File: config.mk
export PLATFORM = sky130hd
export DESIGN_NAME = tcw_cell_split
export DESIGN_NICKNAME = d
export VERILOG_FILES = /design/src/rtl/core/tcw_pkg.sv /design/src/rtl/core/tcw_cell_split.sv
export SDC_FILE = /design/constraint.sdc
export NUM_CORES = 1
export LEC_CHECK = 0
export BUFFER_PORTS_ARGS = -buffer_cell sky130_fd_sc_hd__buf_4
export CORE_UTILIZATION = 25
export DETAILED_ROUTE_END_ITERATION = 6
export PLACE_DENSITY = 0.45
export SLEW_MARGIN = 20
export SYNTH_ARGS = -nofsm -noshare
export SYNTH_HDL_FRONTEND = slang
export SYNTH_SLANG_ARGS = --single-unit
File: constraint.sdc
create_clock -name clk_i -period 6.34 [get_ports clk_i]
set_input_delay 1.268 -clock clk_i [delete_from_list [all_inputs] [get_ports clk_i]]
set_output_delay 1.268 -clock clk_i [all_outputs]
set_load 0.01 [all_outputs]
File: src/rtl/core/tcw_pkg.sv
// Shared constants, codes and types of the text console writer.
package tcw_pkg;

  // Screen geometry.
  localparam int ROWS   = 25;
  localparam int COLS   = 80;
  localparam int SIZE   = ROWS * COLS;
  localparam int CELL_W = $clog2(SIZE);
  localparam int ROW_W  = $clog2(ROWS);
  localparam int COL_W  = $clog2(COLS);

  // The mark spans one cell before zero up to a tab run past the end.
  localparam int MARK_W = CELL_W + 2;
  // A relative move sums the cursor, a scaled row step and a column step.
  localparam int MOVE_W = CELL_W + 6;

  // Reciprocal of COLS used to split a cell index into row and column.
  localparam int RECIP_SH = 2 * CELL_W;
  localparam int PROD_W   = CELL_W + RECIP_SH;
  localparam logic [RECIP_SH-1:0] RECIP = RECIP_SH'((2 ** RECIP_SH) / COLS);

  // Field widths.
  localparam int MODE_W    = 2;
  localparam int CHAR_W    = 8;
  localparam int ATTR_W    = 8;
  localparam int TROW_W    = 5;
  localparam int TCOL_W    = 7;
  localparam int DROW_W    = 6;
  localparam int DCOL_W    = 8;
  localparam int CUR_ROW_W = 5;
  localparam int CUR_COL_W = 7;
  localparam int TAB_W     = 5;

  // Stream and configuration port widths.
  localparam int IN_DATA_W  = 48;
  localparam int OUT_DATA_W = 32;
  localparam int CFG_IDX_W  = 1;
  localparam int CFG_DATA_W = 8;

  // Register indexes.
  localparam logic [CFG_IDX_W-1:0] REG_DEFAULT_ATTR = 1'd0;
  localparam logic [CFG_IDX_W-1:0] REG_TAB_WIDTH    = 1'd1;

  // Register reset values.
  localparam logic [ATTR_W-1:0] DEFAULT_ATTR_RST = 8'd15;
  localparam logic [TAB_W-1:0]  TAB_WIDTH_RST    = 5'd4;

  // Operation codes.
  localparam logic [MODE_W-1:0] MODE_PUT  = 2'd0;
  localparam logic [MODE_W-1:0] MODE_READ = 2'd1;
  localparam logic [MODE_W-1:0] MODE_MOVE = 2'd2;

  // Character codes with a special meaning.
  localparam logic [CHAR_W-1:0] CH_BACKSPACE = 8'd8;
  localparam logic [CHAR_W-1:0] CH_TAB       = 8'd9;
  localparam logic [CHAR_W-1:0] CH_NEWLINE   = 8'd10;
  localparam logic [CHAR_W-1:0] CH_BLANK     = 8'd32;

  // One screen cell: attribute in the upper byte.
  typedef struct packed {
    logic [ATTR_W-1:0] attr;
    logic [CHAR_W-1:0] chr;
  } tcw_cell_t;

  // One input item.
  typedef struct packed {
    logic [MODE_W-1:0]        mode;
    logic [CHAR_W-1:0]        character;
    logic [ATTR_W-1:0]        attribute;
    logic                     at_position;
    logic [TROW_W-1:0]        target_row;
    logic [TCOL_W-1:0]        target_col;
    logic signed [DROW_W-1:0] delta_row;
    logic signed [DCOL_W-1:0] delta_col;
  } tcw_item_t;

  // One result item.
  typedef struct packed {
    logic [CUR_ROW_W-1:0] cursor_row;
    logic [CUR_COL_W-1:0] cursor_col;
    logic [CHAR_W-1:0]    cell_char;
    logic [ATTR_W-1:0]    cell_attr;
    logic                 scrolled;
  } tcw_result_t;

  // Screen memory access: one write and one read port.
  typedef struct packed {
    logic              we;
    logic [CELL_W-1:0] waddr;
    tcw_cell_t         wdata;
    logic              re;
    logic [CELL_W-1:0] raddr;
  } tcw_mem_req_t;

  // Request to split a cell index into row and column.
  typedef struct packed {
    logic              start;
    logic [CELL_W-1:0] cell_idx;
  } tcw_split_req_t;

  // Row and column of the last split, with a done pulse.
  typedef struct packed {
    logic             done;
    logic [ROW_W-1:0] row;
    logic [COL_W-1:0] col;
  } tcw_split_rsp_t;

endpackage

File: src/rtl/core/tcw_cell_split.sv
// Two-stage unit that turns a cell index into a row and a column.
module tcw_cell_split (
  input  logic                   clk_i,
  input  logic                   rst_ni,
  input  tcw_pkg::tcw_split_req_t req_i,
  output tcw_pkg::tcw_split_rsp_t rsp_o
);
  import tcw_pkg::*;

  logic              v1_q, v2_q;
  logic [CELL_W-1:0] x_q;
  logic [PROD_W-1:0] prod_q;
  logic [ROW_W-1:0]  row_q, row_d;
  logic [COL_W-1:0]  col_q, col_d;
  logic [ROW_W-1:0]  quot;
  logic [CELL_W:0]   rem;

  // First stage: multiply by the reciprocal of the row length.
  always_ff @(posedge clk_i) begin
    if (req_i.start) begin
      x_q    <= req_i.cell_idx;
      prod_q <= {{RECIP_SH{1'b0}}, req_i.cell_idx} * {{CELL_W{1'b0}}, RECIP};
    end
  end

  // Second stage: the estimate is low by at most one, so one correction step.
  always_comb begin
    quot = prod_q[RECIP_SH +: ROW_W];
    rem  = (CELL_W + 1)'(x_q) - (CELL_W + 1)'(quot * COLS);
    if (rem >= (CELL_W + 1)'(COLS)) begin
      row_d = quot + ROW_W'(1);
      col_d = COL_W'(rem - (CELL_W + 1)'(COLS));
    end else begin
      row_d = quot;
      col_d = COL_W'(rem);
    end
  end

  // Row and column hold the cursor position between splits; reset is top left.
  always_ff @(posedge clk_i or negedge rst_ni) begin
    if (!rst_ni) begin
      v1_q  <= 1'b0;
      v2_q  <= 1'b0;
      row_q <= '0;
      col_q <= '0;
    end else begin
      v1_q <= req_i.start;
      v2_q <= v1_q;
      if (v1_q) begin
        row_q <= row_d;
        col_q <= col_d;
      end
    end
  end

  assign rsp_o.done = v2_q;
  assign rsp_o.row  = row_q;
  assign rsp_o.col  = col_q;

endmodule

==> metrics.cfg <==
[outcome]
status=finished, final reports clean

[synth]
synth_nets=497
synthFlopType=edfxtp_1
ys_top_cells_by_count=79 x ha_1, 77 x inv_1, 28 x fa_1
yosysTopAreaCellShare=0.2570
avgSynthCellArea_um2=10.23
ys_types=58
yosys_warnings=0
async_reset_ff_frac=0.4667
netlist_instances=376
synth_area_leaders=ha_1 26%, fa_1 15%, edfxtp_1 12%
syn_area_um2=3846
ys_ff_latch=30
synth-edff-count=16
ys_seq_area_frac=0.2160
yosysMostFrequentCell=ha_1
yosysTopAreaCell=ha_1

[layout]
multi_input_area_um2=2678
seqCellArea_um2=830.8
fin_nets=526
drive_gt1_frac=0.1330
diodes=0
fin_cells=590
fin_area_um2=4373
fillers=1545
syn_to_final_growth_pct=13.70

[timing]
tns_ps=0
fmax_ghz=0.1795
fin_crit_sh=0.8787
setup_viol=0
max-slew-margin-rel=0.4049
fin_skew_ps=4.951
worst_pin_slew_ps=892.7
post-route-min-period_ps=5571
rsz0062_at_grt=false
finalHoldViolations=0
report.final.slew_viol_count=0

[pwr]
powerDensity_nw_per_um2=489.4
p_leak_nw=2.113
vdd_drop_max_mv=0.1881

[clock_network]
ctsRootBufferMaster=clkbuf_16
clkLatencyLatePin_ps=270
postCtsSetupBuffers=0
cts_resized=0
cts_buffers=5
clock_path_buffers=2
cts_hold_buffers=0
clk_pin_slew_worst_paths_ps=50
cts_tree=yes
cts.sinks=30
h-tree-depth=2

[placement]
routabilityCongestion=0.8297
dpl.hpwl_mm=7.465
dpl_cell_area_um2=4223
dp.cells=582
port_buffers=26

[floorplan]
die_h_um=126.0
die_x_um=126.0
pin_count=27
start_util=0.2607
coreArea_um2=14750
dieArea_um2=15880
num_rows=44

[route]
first_pass_iters=4
vias_per_cell=4.573
drc=0
ant_nets=0
drtIter0Drc=71
avgRoutedWirePerCell_um=14.51
dr_total_vias=2698
wirelength_mm=8.559

[hold_path]
hold_class=reg -> reg

[worst_setup_path]
critPathKind=in -> reg
cp_max_fo=4
crit_required_ps=6330
end_kind=flop
worst_setup_path_start_kind=input port
arrival_ps=5560

[global_routing]
grt_pass1_wl_mm=14.70
grt_pass1_vias=2955
grt_max_degree=30
grt_usage=0.1158
antenna_found_initial=0
grt_overflow=0

[flow_run]
cap_violations=0

[final cells by class]
class                           instances  area share
Clock buffer                            6     0.03176
Inverter                               77     0.06609
Multi-Input combinational cell        265      0.6123
Clock inverter                          2    0.002575
Tap cell                              184     0.05265
Sequential cell                        30      0.1900
Timing Repair Buffer                   26     0.04464
[final timing paths]
kind | start | endpoint | slack, ps | depth (start not counted)
max in group asynchronous | rst_ni | col_q[1] | 5340 | 1
min in group asynchronous | rst_ni | row_q[2] | 830 | 1
min reg2reg | col_q[1] | col_q[1] | 510 | 1
max reg2reg | prod_q[25] | row_q[0] | 2920 | 11
max | req_i[9] | prod_q[25] | 770 | 15
min | col_q[1] | col_q[1] | 510 | 1
[cell usage in the layout, fill, tap and decap left out, drive strengths merged, types with 2 or more instances in the layout]
| master | count |
|---|---|
| a2111oi | 2 |
| a21o | 6 |
| a21oi | 15 |
| a31oi | 7 |
| and4 | 2 |
| buf | 26 |
| clkbuf | 6 |
| dfrtp | 14 |
| edfxtp | 16 |
| fa | 28 |
| ha | 79 |
| inv | 78 |
| mux2 | 5 |
| mux2i | 2 |
| nand2 | 13 |
| nand2b | 3 |
| nand3 | 8 |
| nand3b | 3 |
| nand4 | 5 |
| nor2 | 10 |
| nor2b | 10 |
| nor3 | 4 |
| nor3b | 2 |
| o211ai | 7 |
| o21a | 5 |
| o21ai | 7 |
| o311ai | 7 |
| o31ai | 6 |
| or3 | 2 |
| xnor2 | 3 |
| xor2 | 5 |
[kinds of logic after synthesis]
| family | after synthesis | synth area share |
|---|---|---|
| XOR/XNOR | 8 | 0.02212 |
| AO/OA/AOI/OAI | 76 | 0.1539 |
| AND/OR/NAND/NOR | 67 | 0.09760 |
| flip-flops | 30 | 0.2160 |
| multiplexers | 7 | 0.01984 |
| buffers and inverters | 81 | 0.08784 |
| adder cells (fa/ha/maj) | 107 | 0.4027 |
[flip-flops by register name, summed over array words and instances, names as in the netlist]
signal / count
col_q: 7
v1_q: 1
row_q: 5
prod_q: 5
v2_q: 1
x_q: 11
[worst max-delay path: stages]
cell and delay [ps]:
buf_4 100, inv_1 40, ha_1 340, fa_1 540, fa_1 520, inv_1 50, fa_1 530, fa_1 500
ha_1 340, a211o_1 260, a21oi_1 160, a221o_1 170, a41oi_1 70, o311ai_0 470, o311ai_2 180
[layer usage]
| layer | GRT usage | wire length, um |
|---|---|---|
| met4 | 0.01843 | 26 |
| met1 | 0.1443 | 4005 |
| met5 | 0 | 0 |
| met3 | 0.01784 | 166 |
| met2 | 0.2125 | 4361 |
[per-stage QoR]
stage,hold slack [ps],total power [mW],utilization,worst slack [ps]
CTS,511.4,2.161,0.2964,773.4
global route,531.2,2.386,0.2964,540.2
floorplan,368.5,1.525,-,927.6
global placement,493.8,1.889,0.2862,596.7
finish,507.2,2.140,0.2964,769.2
detailed placement,499.7,1.903,0.2862,489.9
[where the power goes]
part | internal, mW | switching, mW | leakage (nW) | total (mW)
registers | 0.267 | 0.0494 | 0.322 | 0.316
logic | 0.671 | 0.913 | 1.71 | 1.58
clock network | 0.155 | 0.0842 | 0.0772 | 0.240
total | 1.09 | 1.05 | 2.11 | 2.14
Note: power is estimated with default switching activity, not from simulation.
