[config.mk]
export PLATFORM = sky130hd
export DESIGN_NAME = tcw_ctrl
export DESIGN_NICKNAME = d
export VERILOG_FILES = /design/src/rtl/core/tcw_pkg.sv /design/src/rtl/core/tcw_ctrl.sv
export SDC_FILE = /design/constraint.sdc
export NUM_CORES = 1
export LEC_CHECK = 0
export ABC_CLOCK_PERIOD_IN_PS = 5400
export BUFFER_PORTS_ARGS = -buffer_cell sky130_fd_sc_hd__buf_2
export CORE_UTILIZATION = 48
export CTS_BUF_LIST = sky130_fd_sc_hd__clkbuf_8
export CTS_CLUSTER_DIAMETER = 30
export CTS_CLUSTER_SIZE = 30
export DETAILED_ROUTE_END_ITERATION = 8
export PLACE_DENSITY = 0.71
export SYNTH_ARGS = -nofsm -noshare
export SYNTH_HDL_FRONTEND = slang
export SYNTH_SLANG_ARGS = --single-unit
[constraint.sdc]
create_clock -name clk_i -period 5.4 [get_ports clk_i]
set_input_delay 0.54 -clock clk_i [delete_from_list [all_inputs] [get_ports clk_i]]
set_output_delay 0.54 -clock clk_i [all_outputs]
set_load 0.01 [all_outputs]
[src/rtl/core/tcw_pkg.sv]
// Shared constants, codes and types of the text console writer.
package tcw_pkg;

  // Screen geometry.
  localparam int ROWS   = 25;
  localparam int COLS   = 80;
  localparam int SIZE   = ROWS * COLS;
  localparam int CELL_W = $clog2(SIZE);
  localparam int ROW_W  = $clog2(ROWS);
  localparam int COL_W  = $clog2(COLS);

  // The mark spans one cell before zero up to a tab run past the end.
  localparam int MARK_W = CELL_W + 2;
  // A relative move sums the cursor, a scaled row step and a column step.
  localparam int MOVE_W = CELL_W + 6;

  // Reciprocal of COLS used to split a cell index into row and column.
  localparam int RECIP_SH = 2 * CELL_W;
  localparam int PROD_W   = CELL_W + RECIP_SH;
  localparam logic [RECIP_SH-1:0] RECIP = RECIP_SH'((2 ** RECIP_SH) / COLS);

  // Field widths.
  localparam int MODE_W    = 2;
  localparam int CHAR_W    = 8;
  localparam int ATTR_W    = 8;
  localparam int TROW_W    = 5;
  localparam int TCOL_W    = 7;
  localparam int DROW_W    = 6;
  localparam int DCOL_W    = 8;
  localparam int CUR_ROW_W = 5;
  localparam int CUR_COL_W = 7;
  localparam int TAB_W     = 5;

  // Stream and configuration port widths.
  localparam int IN_DATA_W  = 48;
  localparam int OUT_DATA_W = 32;
  localparam int CFG_IDX_W  = 1;
  localparam int CFG_DATA_W = 8;

  // Register indexes.
  localparam logic [CFG_IDX_W-1:0] REG_DEFAULT_ATTR = 1'd0;
  localparam logic [CFG_IDX_W-1:0] REG_TAB_WIDTH    = 1'd1;

  // Register reset values.
  localparam logic [ATTR_W-1:0] DEFAULT_ATTR_RST = 8'd15;
  localparam logic [TAB_W-1:0]  TAB_WIDTH_RST    = 5'd4;

  // Operation codes.
  localparam logic [MODE_W-1:0] MODE_PUT  = 2'd0;
  localparam logic [MODE_W-1:0] MODE_READ = 2'd1;
  localparam logic [MODE_W-1:0] MODE_MOVE = 2'd2;

  // Character codes with a special meaning.
  localparam logic [CHAR_W-1:0] CH_BACKSPACE = 8'd8;
  localparam logic [CHAR_W-1:0] CH_TAB       = 8'd9;
  localparam logic [CHAR_W-1:0] CH_NEWLINE   = 8'd10;
  localparam logic [CHAR_W-1:0] CH_BLANK     = 8'd32;

  // One screen cell: attribute in the upper byte.
  typedef struct packed {
    logic [ATTR_W-1:0] attr;
    logic [CHAR_W-1:0] chr;
  } tcw_cell_t;

  // One input item.
  typedef struct packed {
    logic [MODE_W-1:0]        mode;
    logic [CHAR_W-1:0]        character;
    logic [ATTR_W-1:0]        attribute;
    logic                     at_position;
    logic [TROW_W-1:0]        target_row;
    logic [TCOL_W-1:0]        target_col;
    logic signed [DROW_W-1:0] delta_row;
    logic signed [DCOL_W-1:0] delta_col;
  } tcw_item_t;

  // One result item.
  typedef struct packed {
    logic [CUR_ROW_W-1:0] cursor_row;
    logic [CUR_COL_W-1:0] cursor_col;
    logic [CHAR_W-1:0]    cell_char;
    logic [ATTR_W-1:0]    cell_attr;
    logic                 scrolled;
  } tcw_result_t;

  // Screen memory access: one write and one read port.
  typedef struct packed {
    logic              we;
    logic [CELL_W-1:0] waddr;
    tcw_cell_t         wdata;
    logic              re;
    logic [CELL_W-1:0] raddr;
  } tcw_mem_req_t;

  // Request to split a cell index into row and column.
  typedef struct packed {
    logic              start;
    logic [CELL_W-1:0] cell_idx;
  } tcw_split_req_t;

  // Row and column of the last split, with a done pulse.
  typedef struct packed {
    logic             done;
    logic [ROW_W-1:0] row;
    logic [COL_W-1:0] col;
  } tcw_split_rsp_t;

endpackage

[src/rtl/core/tcw_ctrl.sv]
// Sequencer that works each item: it writes and reads the screen memory and moves the cursor.
module tcw_ctrl (
  input  logic                            clk_i,
  input  logic                            rst_ni,
  input  logic                            item_valid_i,
  output logic                            item_ready_o,
  input  tcw_pkg::tcw_item_t              item_i,
  input  logic [tcw_pkg::ATTR_W-1:0]      default_attr_i,
  input  logic [tcw_pkg::TAB_W-1:0]       tab_width_i,
  output logic                            res_valid_o,
  input  logic                            res_ready_i,
  output tcw_pkg::tcw_result_t            res_o,
  output tcw_pkg::tcw_mem_req_t           mem_req_o,
  input  tcw_pkg::tcw_cell_t              mem_rdata_i,
  output tcw_pkg::tcw_split_req_t         split_req_o,
  input  tcw_pkg::tcw_split_rsp_t         split_rsp_i
);
  import tcw_pkg::*;

  typedef enum logic [3:0] {
    ST_CLEAR,
    ST_IDLE,
    ST_EXEC,
    ST_TAB,
    ST_POST,
    ST_SCR_PRIME,
    ST_SCROLL,
    ST_READ,
    ST_SPLIT,
    ST_WAIT,
    ST_RESP
  } state_e;

  state_e                   state_q, state_d;
  tcw_item_t                item_q, item_d;
  logic [CELL_W-1:0]        cursor_q, cursor_d;
  logic signed [MARK_W-1:0] mark_q, mark_d;
  logic [CELL_W-1:0]        cnt_q, cnt_d;
  logic [CELL_W:0]          tab_addr_q, tab_addr_d;
  logic [TAB_W-1:0]         tab_left_q, tab_left_d;
  logic [CHAR_W-1:0]        cell_char_q, cell_char_d;
  logic [ATTR_W-1:0]        cell_attr_q, cell_attr_d;
  logic                     scrolled_q, scrolled_d;

  logic [ATTR_W-1:0]        attr_sel;
  logic                     tgt_ok;
  logic [CELL_W-1:0]        tgt_cell;
  logic [CELL_W-1:0]        pos;
  logic signed [MARK_W-1:0] pos_s;
  logic [ROW_W-1:0]         prow;
  logic signed [MOVE_W-1:0] np;
  logic signed [MARK_W-1:0] nxt;
  logic signed [MARK_W-1:0] nxt_up;
  logic signed [MARK_W-1:0] mark_up;

  // Operands decoded from the held item.
  always_comb begin
    attr_sel = (item_q.attribute == '0) ? default_attr_i : item_q.attribute;
    tgt_ok   = (32'(item_q.target_row) < ROWS) && (32'(item_q.target_col) < COLS);
    tgt_cell = CELL_W'(item_q.target_row * COLS + item_q.target_col);
    pos      = item_q.at_position ? tgt_cell : cursor_q;
    pos_s    = signed'({2'b00, pos});
    prow     = item_q.at_position ? ROW_W'(item_q.target_row) : split_rsp_i.row;
    np       = MOVE_W'(signed'({1'b0, cursor_q})) + MOVE_W'(item_q.delta_row * COLS)
             + MOVE_W'(item_q.delta_col);
    // The mark never sits below one cell before zero, so the cursor is never negative.
    nxt      = mark_q + MARK_W'(1);
    nxt_up   = MARK_W'(nxt - COLS);
    mark_up  = MARK_W'(mark_q - COLS);
    if (nxt_up >= SIZE) begin
      nxt_up = MARK_W'(SIZE - 1);
    end
    if (mark_up >= SIZE) begin
      mark_up = MARK_W'(SIZE - 1);
    end
  end

  // Next state and memory accesses. Each access completes before the next
  // step reads, so no two accesses to one cell overlap.
  always_comb begin
    state_d     = state_q;
    item_d      = item_q;
    cursor_d    = cursor_q;
    mark_d      = mark_q;
    cnt_d       = cnt_q;
    tab_addr_d  = tab_addr_q;
    tab_left_d  = tab_left_q;
    cell_char_d = cell_char_q;
    cell_attr_d = cell_attr_q;
    scrolled_d  = scrolled_q;
    mem_req_o   = '0;
    split_req_o = '0;
    item_ready_o = 1'b0;
    res_valid_o  = 1'b0;

    case (state_q)
      // Zero the whole screen after reset, one cell per cycle.
      ST_CLEAR: begin
        mem_req_o.we    = 1'b1;
        mem_req_o.waddr = cnt_q;
        if (32'(cnt_q) == SIZE - 1) begin
          cnt_d   = '0;
          state_d = ST_IDLE;
        end else begin
          cnt_d = cnt_q + CELL_W'(1);
        end
      end

      ST_IDLE: begin
        item_ready_o = 1'b1;
        if (item_valid_i) begin
          item_d      = item_i;
          cell_char_d = '0;
          cell_attr_d = '0;
          scrolled_d  = 1'b0;
          state_d     = ST_EXEC;
        end
      end

      ST_EXEC: begin
        case (item_q.mode)
          MODE_PUT: begin
            if (item_q.at_position && !tgt_ok) begin
              state_d = ST_RESP;
            end else begin
              state_d = ST_POST;
              case (item_q.character)
                CH_NEWLINE: begin
                  mark_d = MARK_W'(prow * COLS + (COLS - 1));
                end
                CH_BACKSPACE: begin
                  // A mark before cell zero writes nothing and stays put.
                  if (!mark_q[MARK_W-1]) begin
                    mem_req_o.we    = 1'b1;
                    mem_req_o.waddr = CELL_W'(mark_q);
                    mem_req_o.wdata = '{attr: attr_sel, chr: CH_BLANK};
                    mark_d          = mark_q - MARK_W'(1);
                  end
                end
                CH_TAB: begin
                  tab_addr_d = {1'b0, pos};
                  tab_left_d = tab_width_i;
                  mark_d     = pos_s + MARK_W'(tab_width_i) - MARK_W'(1);
                  state_d    = ST_TAB;
                end
                default: begin
                  mem_req_o.we    = 1'b1;
                  mem_req_o.waddr = pos;
                  mem_req_o.wdata = '{attr: attr_sel, chr: item_q.character};
                  mark_d          = pos_s;
                end
              endcase
            end
          end
          MODE_READ: begin
            if (tgt_ok) begin
              mem_req_o.re    = 1'b1;
              mem_req_o.raddr = tgt_cell;
              state_d         = ST_READ;
            end else begin
              state_d = ST_RESP;
            end
          end
          MODE_MOVE: begin
            if ((np >= 0) && (np < SIZE)) begin
              cursor_d = CELL_W'(np);
            end
            state_d = ST_SPLIT;
          end
          default: begin
            state_d = ST_RESP;
          end
        endcase
      end

      // Tab run: one blank per cycle, cells past the screen end are dropped.
      ST_TAB: begin
        if (tab_left_q != '0) begin
          if (32'(tab_addr_q) < SIZE) begin
            mem_req_o.we    = 1'b1;
            mem_req_o.waddr = CELL_W'(tab_addr_q);
            mem_req_o.wdata = '{attr: attr_sel, chr: CH_BLANK};
          end
          tab_addr_d = tab_addr_q + (CELL_W + 1)'(1);
          tab_left_d = tab_left_q - TAB_W'(1);
        end else begin
          state_d = ST_POST;
        end
      end

      // Advance the cursor past the mark, scrolling once at the screen end.
      ST_POST: begin
        if (nxt >= SIZE) begin
          cursor_d   = CELL_W'(nxt_up);
          mark_d     = mark_up;
          scrolled_d = 1'b1;
          state_d    = ST_SCR_PRIME;
        end else begin
          cursor_d = CELL_W'(nxt);
          state_d  = ST_SPLIT;
        end
      end

      // Fetch the first cell of the second row.
      ST_SCR_PRIME: begin
        mem_req_o.re    = 1'b1;
        mem_req_o.raddr = CELL_W'(COLS);
        cnt_d           = '0;
        state_d         = ST_SCROLL;
      end

      // Copy each cell one row up while fetching the next; zero the last row.
      ST_SCROLL: begin
        mem_req_o.we    = 1'b1;
        mem_req_o.waddr = cnt_q;
        mem_req_o.wdata = (32'(cnt_q) < SIZE - COLS) ? mem_rdata_i : '0;
        if (32'(cnt_q) + 1 + COLS < SIZE) begin
          mem_req_o.re    = 1'b1;
          mem_req_o.raddr = CELL_W'(32'(cnt_q) + 1 + COLS);
        end
        if (32'(cnt_q) == SIZE - 1) begin
          cnt_d   = '0;
          state_d = ST_SPLIT;
        end else begin
          cnt_d = cnt_q + CELL_W'(1);
        end
      end

      ST_READ: begin
        cell_char_d = mem_rdata_i.chr;
        cell_attr_d = mem_rdata_i.attr;
        state_d     = ST_RESP;
      end

      ST_SPLIT: begin
        split_req_o.start    = 1'b1;
        split_req_o.cell_idx = cursor_q;
        state_d              = ST_WAIT;
      end

      ST_WAIT: begin
        if (split_rsp_i.done) begin
          state_d = ST_RESP;
        end
      end

      ST_RESP: begin
        res_valid_o = 1'b1;
        if (res_ready_i) begin
          state_d = ST_IDLE;
        end
      end

      default: begin
        state_d = ST_IDLE;
      end
    endcase
  end

  // State and registered values.
  always_ff @(posedge clk_i or negedge rst_ni) begin
    if (!rst_ni) begin
      state_q     <= ST_CLEAR;
      cursor_q    <= '0;
      mark_q      <= '0;
      cnt_q       <= '0;
      tab_left_q  <= '0;
      scrolled_q  <= 1'b0;
      cell_char_q <= '0;
      cell_attr_q <= '0;
    end else begin
      state_q     <= state_d;
      cursor_q    <= cursor_d;
      mark_q      <= mark_d;
      cnt_q       <= cnt_d;
      tab_left_q  <= tab_left_d;
      scrolled_q  <= scrolled_d;
      cell_char_q <= cell_char_d;
      cell_attr_q <= cell_attr_d;
    end
  end

  // Payload registers.
  always_ff @(posedge clk_i) begin
    item_q     <= item_d;
    tab_addr_q <= tab_addr_d;
  end

  assign res_o.cursor_row = CUR_ROW_W'(split_rsp_i.row);
  assign res_o.cursor_col = CUR_COL_W'(split_rsp_i.col);
  assign res_o.cell_char  = cell_char_q;
  assign res_o.cell_attr  = cell_attr_q;
  assign res_o.scrolled   = scrolled_q;

endmodule

==> results.sh <==
export IMPL_status="complete, no violations"
export IMPL_core_sq_mm=0.0204
export IMPL_synth_area_sq_mm=0.0100
export IMPL_hp_class="primary input to flop"
export IMPL_synth_seq_cells=118
export IMPL_area_delta_synth_final_pct=12.1
export IMPL_rsz0062_at_grt="no"
export IMPL_maxCapViolCount=0
export IMPL_yosysUniqueCellTypes=94
export IMPL_grt_pass1_vias=8773
export IMPL_drc=0
export IMPL_overflow=0
export IMPL_cp_max_fo=8
export IMPL_io_pins=174
export IMPL_min_path_cells=1
export IMPL_dpl_hpwl_um=21600
export IMPL_cts_sinks=118
export IMPL_dr_pass1_iters=5
export IMPL_hp_start="item_i[34]"
export IMPL_wl_met1_um=12600
export IMPL_ys_flop_type="dfrtp_1"
export IMPL_max_freq_ghz=0.221
export IMPL_numCtsBuffers=17
export IMPL_num_nets_final=1436
export IMPL_antenna_found_initial=0
export IMPL_r2r_start="item_q[9]"
export IMPL_async_flop_share=0.517
export IMPL_yosys_warnings=0
export IMPL_cp_common_cell="ha_1"
export IMPL_hold_violations=0
export IMPL_grt_use_total=0.268
export IMPL_finalMaxSlewViolations=0
export IMPL_start_util=0.491
export IMPL_clockRootBuffer="clkbuf_8"
export IMPL_num_vias=9026
export IMPL_met3_length_um=2300
export IMPL_start_kind="flop"
export IMPL_routedWlPerCell_um=18.3
export IMPL_critical_path_endpoint_type="flop"
export IMPL_syn_inst=1147
export IMPL_fin_crit_sh=0.839
export IMPL_slowest_delay_ps=480
export IMPL_wl_met2_um=12100
export IMPL_post_cts_resized=0
export IMPL_cts_reportedPaths_clkPinSlew_ps=90
export IMPL_grt_max_degree=63
export IMPL_wl_um=28200
export IMPL_rows=52
export IMPL_r2r_slack_ps=870
export IMPL_postCtsHoldBufs=0
export IMPL_die_h_um=146
export IMPL_hold_path_end="item_q[34]"
export IMPL_diodes=0
export IMPL_tightest_slew_ps=1200
export IMPL_synth_edf_count=57
export IMPL_multi_input_area_sq_mm=0.00615
export IMPL_peakVddDrop_mv=0.246
export IMPL_cts_setup_buffers=0
export IMPL_die_w_um=146
export IMPL_place_congestion=0.918
export IMPL_r2r_cells=16
export IMPL_drive_gt1_frac=0.193
export IMPL_h_tree_depth=4
export IMPL_relSlewSlack=0.202
export IMPL_top_layer="met4"
export IMPL_critical_path_class="flop to flop"
export IMPL_crit_chain="ha_1 > ha_1 > fa_1 > xnor2_1 > fa_1 > inv_1 > ha_1 > a21o_1 > and2_2 > a41o_4 > o31ai_4 > a21oi_1 > a2111o_1 > nand4_4 > nand2_4 > mux2_4"
export IMPL_finClkSkew_ps=11.4
export IMPL_clockBufferDepth=2
export IMPL_period_minus_slack_ps=4530
export IMPL_slowest_stage="fa_1"
export IMPL_finalPower_mw=6.40
export IMPL_synth_seq_area_share=0.324
export IMPL_avgSynthCellArea_sq_um=8.73
export IMPL_design_die_area_sq_mm=0.0214
export IMPL_io_buffers=159
export IMPL_fillers=1866
export IMPL_drt_iter0_markers=645
export IMPL_grt_pass1_wl_um=45400
export IMPL_rr_endpoint="cursor_q[7]"
export IMPL_cts_tree="yes"
export IMPL_clk_latency_ps=450
export IMPL_power_leakage_nw=4.94
export IMPL_synthesis_nets=1326
export IMPL_cp_arrival_ps=4870
export IMPL_via_per_inst=5.86
export IMPL_setup_viol=0
export IMPL_fin_setup_tns_ps=0
export IMPL_final_seq_area_sq_mm=0.00324
export IMPL_cp_required_ps=5740
export IMPL_ant_nets=0
export IMPL_powerDensity_mw_per_mm2=570
==> per-stage QoR <==
stage          cells  hold slack (ps)  worst slack, ps  area, sq um   util
4_1_cts         1540              230              863        11200  0.551
5_1_grt         1540              220              654        11200  0.551
2_1_floorplan   1147              244             1150        10000      -
3_5_place_dp    1508              479              903        10900  0.533
6_report        1540              250              871        11200  0.551
3_3_place_gp    1508              473              966        10900  0.533
==> worst max-delay path by stage <==
stage               depth (start not counted)       start             to  slack, ps
global route                                9  state_q[1]  mem_req_o[25]        650
finish                                     16   item_q[9]    cursor_q[7]        870
floorplan                                  16   item_q[9]    cursor_q[2]       1150
global placement                           16   item_q[9]    cursor_q[7]        970
CTS                                        16   item_q[9]    cursor_q[7]        860
detailed placement                         16   item_q[9]    cursor_q[7]        900
==> synthesized netlist by cell type, types with 10 or more instances <==
master | instances | share of area
ha_1 | 75 | 0.094
a21oi_1 | 82 | 0.041
a22oi_1 | 19 | 0.014
clkbuf_1 | 47 | 0.018
xor2_1 | 35 | 0.031
and2_1 | 14 | 0.0088
fa_1 | 13 | 0.026
mux2i_1 | 18 | 0.018
inv_1 | 70 | 0.026
nor4_1 | 16 | 0.010
nand3_1 | 25 | 0.013
edfxtp_1 | 57 | 0.17
dfrtp_1 | 61 | 0.15
xnor2_1 | 43 | 0.038
a31oi_1 | 10 | 0.0063
nor2_1 | 85 | 0.032
nand2_1 | 127 | 0.048
a21o_1 | 15 | 0.011
o21ai_0 | 88 | 0.044
nor3_1 | 24 | 0.012
buf_4 | 17 | 0.013
==> sequential cells by signal, summed over array words and instances (netlist names) <==
register,count
cell_char_q,8
cnt_q,11
mark_q,13
scrolled_q,1
tab_left_q,5
cursor_q,11
item_q,45
state_q,4
cell_attr_q,8
tab_addr_q,12
==> cell usage in the layout (no fill, tap or decap), drive strengths merged, types with 6 or more instances in the layout <==
| cell type | netlist | final |
|---|---|---|
| a211oi | 8 | 8 |
| a21o | 16 | 16 |
| a21oi | 83 | 83 |
| a221oi | 6 | 6 |
| a22o | 6 | 6 |
| a22oi | 19 | 19 |
| a31oi | 10 | 10 |
| and2 | 15 | 15 |
| and3 | 9 | 9 |
| buf | 29 | 168 |
| clkbuf | 48 | 17 |
| dfrtp | 61 | 61 |
| edfxtp | 57 | 57 |
| fa | 13 | 13 |
| ha | 75 | 75 |
| inv | 70 | 80 |
| mux2 | 10 | 10 |
| mux2i | 18 | 18 |
| nand2 | 128 | 128 |
| nand2b | 9 | 9 |
| nand3 | 26 | 26 |
| nand4 | 7 | 7 |
| nor2 | 86 | 86 |
| nor2b | 7 | 7 |
| nor3 | 28 | 28 |
| nor4 | 17 | 17 |
| o211ai | 9 | 9 |
| o21ai | 96 | 96 |
| o22a | 6 | 6 |
| o22ai | 10 | 10 |
| o31ai | 8 | 8 |
| or3 | 8 | 8 |
| xnor2 | 44 | 44 |
| xor2 | 35 | 35 |
==> critical path, delay by kind of cell, from the launching register on <==
family,cells,cell delay [ps]
AO/OA/AOI/OAI,5,1230
XOR/XNOR,1,160
AND/OR/NAND/NOR,3,470
flip-flops,1,420
adder cells (fa/ha/maj),5,1770
buffers and inverters,1,40
multiplexers,1,340
==> metal layers <==
layer / vias to the layer above / global-route usage
met5: - / 0
met2: 384 / 0.399
met3: 72 / 0.0681
li1: 4349 / -
met4: 0 / 0.118
met1: 4221 / 0.367
==> where the power goes <==
part	switching [mW]	internal, mW
clock network	0.445	0.336
logic	2.29	1.57
registers	0.489	1.27
total	3.23	3.17
==> final cells by class <==
class / instances / area share
Clock buffer: 17 / 0.0209
Clock inverter: 15 / 0.0119
Inverter: 70 / 0.0234
Multi-Input combinational cell: 882 / 0.548
Sequential cell: 118 / 0.289
Tap cell: 270 / 0.0301
Timing Repair Buffer: 168 / 0.0769
==> kinds of logic (layout without fill, tap and decap cells) <==
group | after synthesis | after routing | share of synthesized area
flops | 118 | 118 | 0.324
simple gates | 364 | 364 | 0.179
buf+inv | 147 | 270 | 0.0640
compound gates | 323 | 323 | 0.214
mux | 28 | 28 | 0.0300
xor+xnor | 79 | 79 | 0.0699
fa+ha+maj | 88 | 88 | 0.120
(Power assumes the default switching activity.)
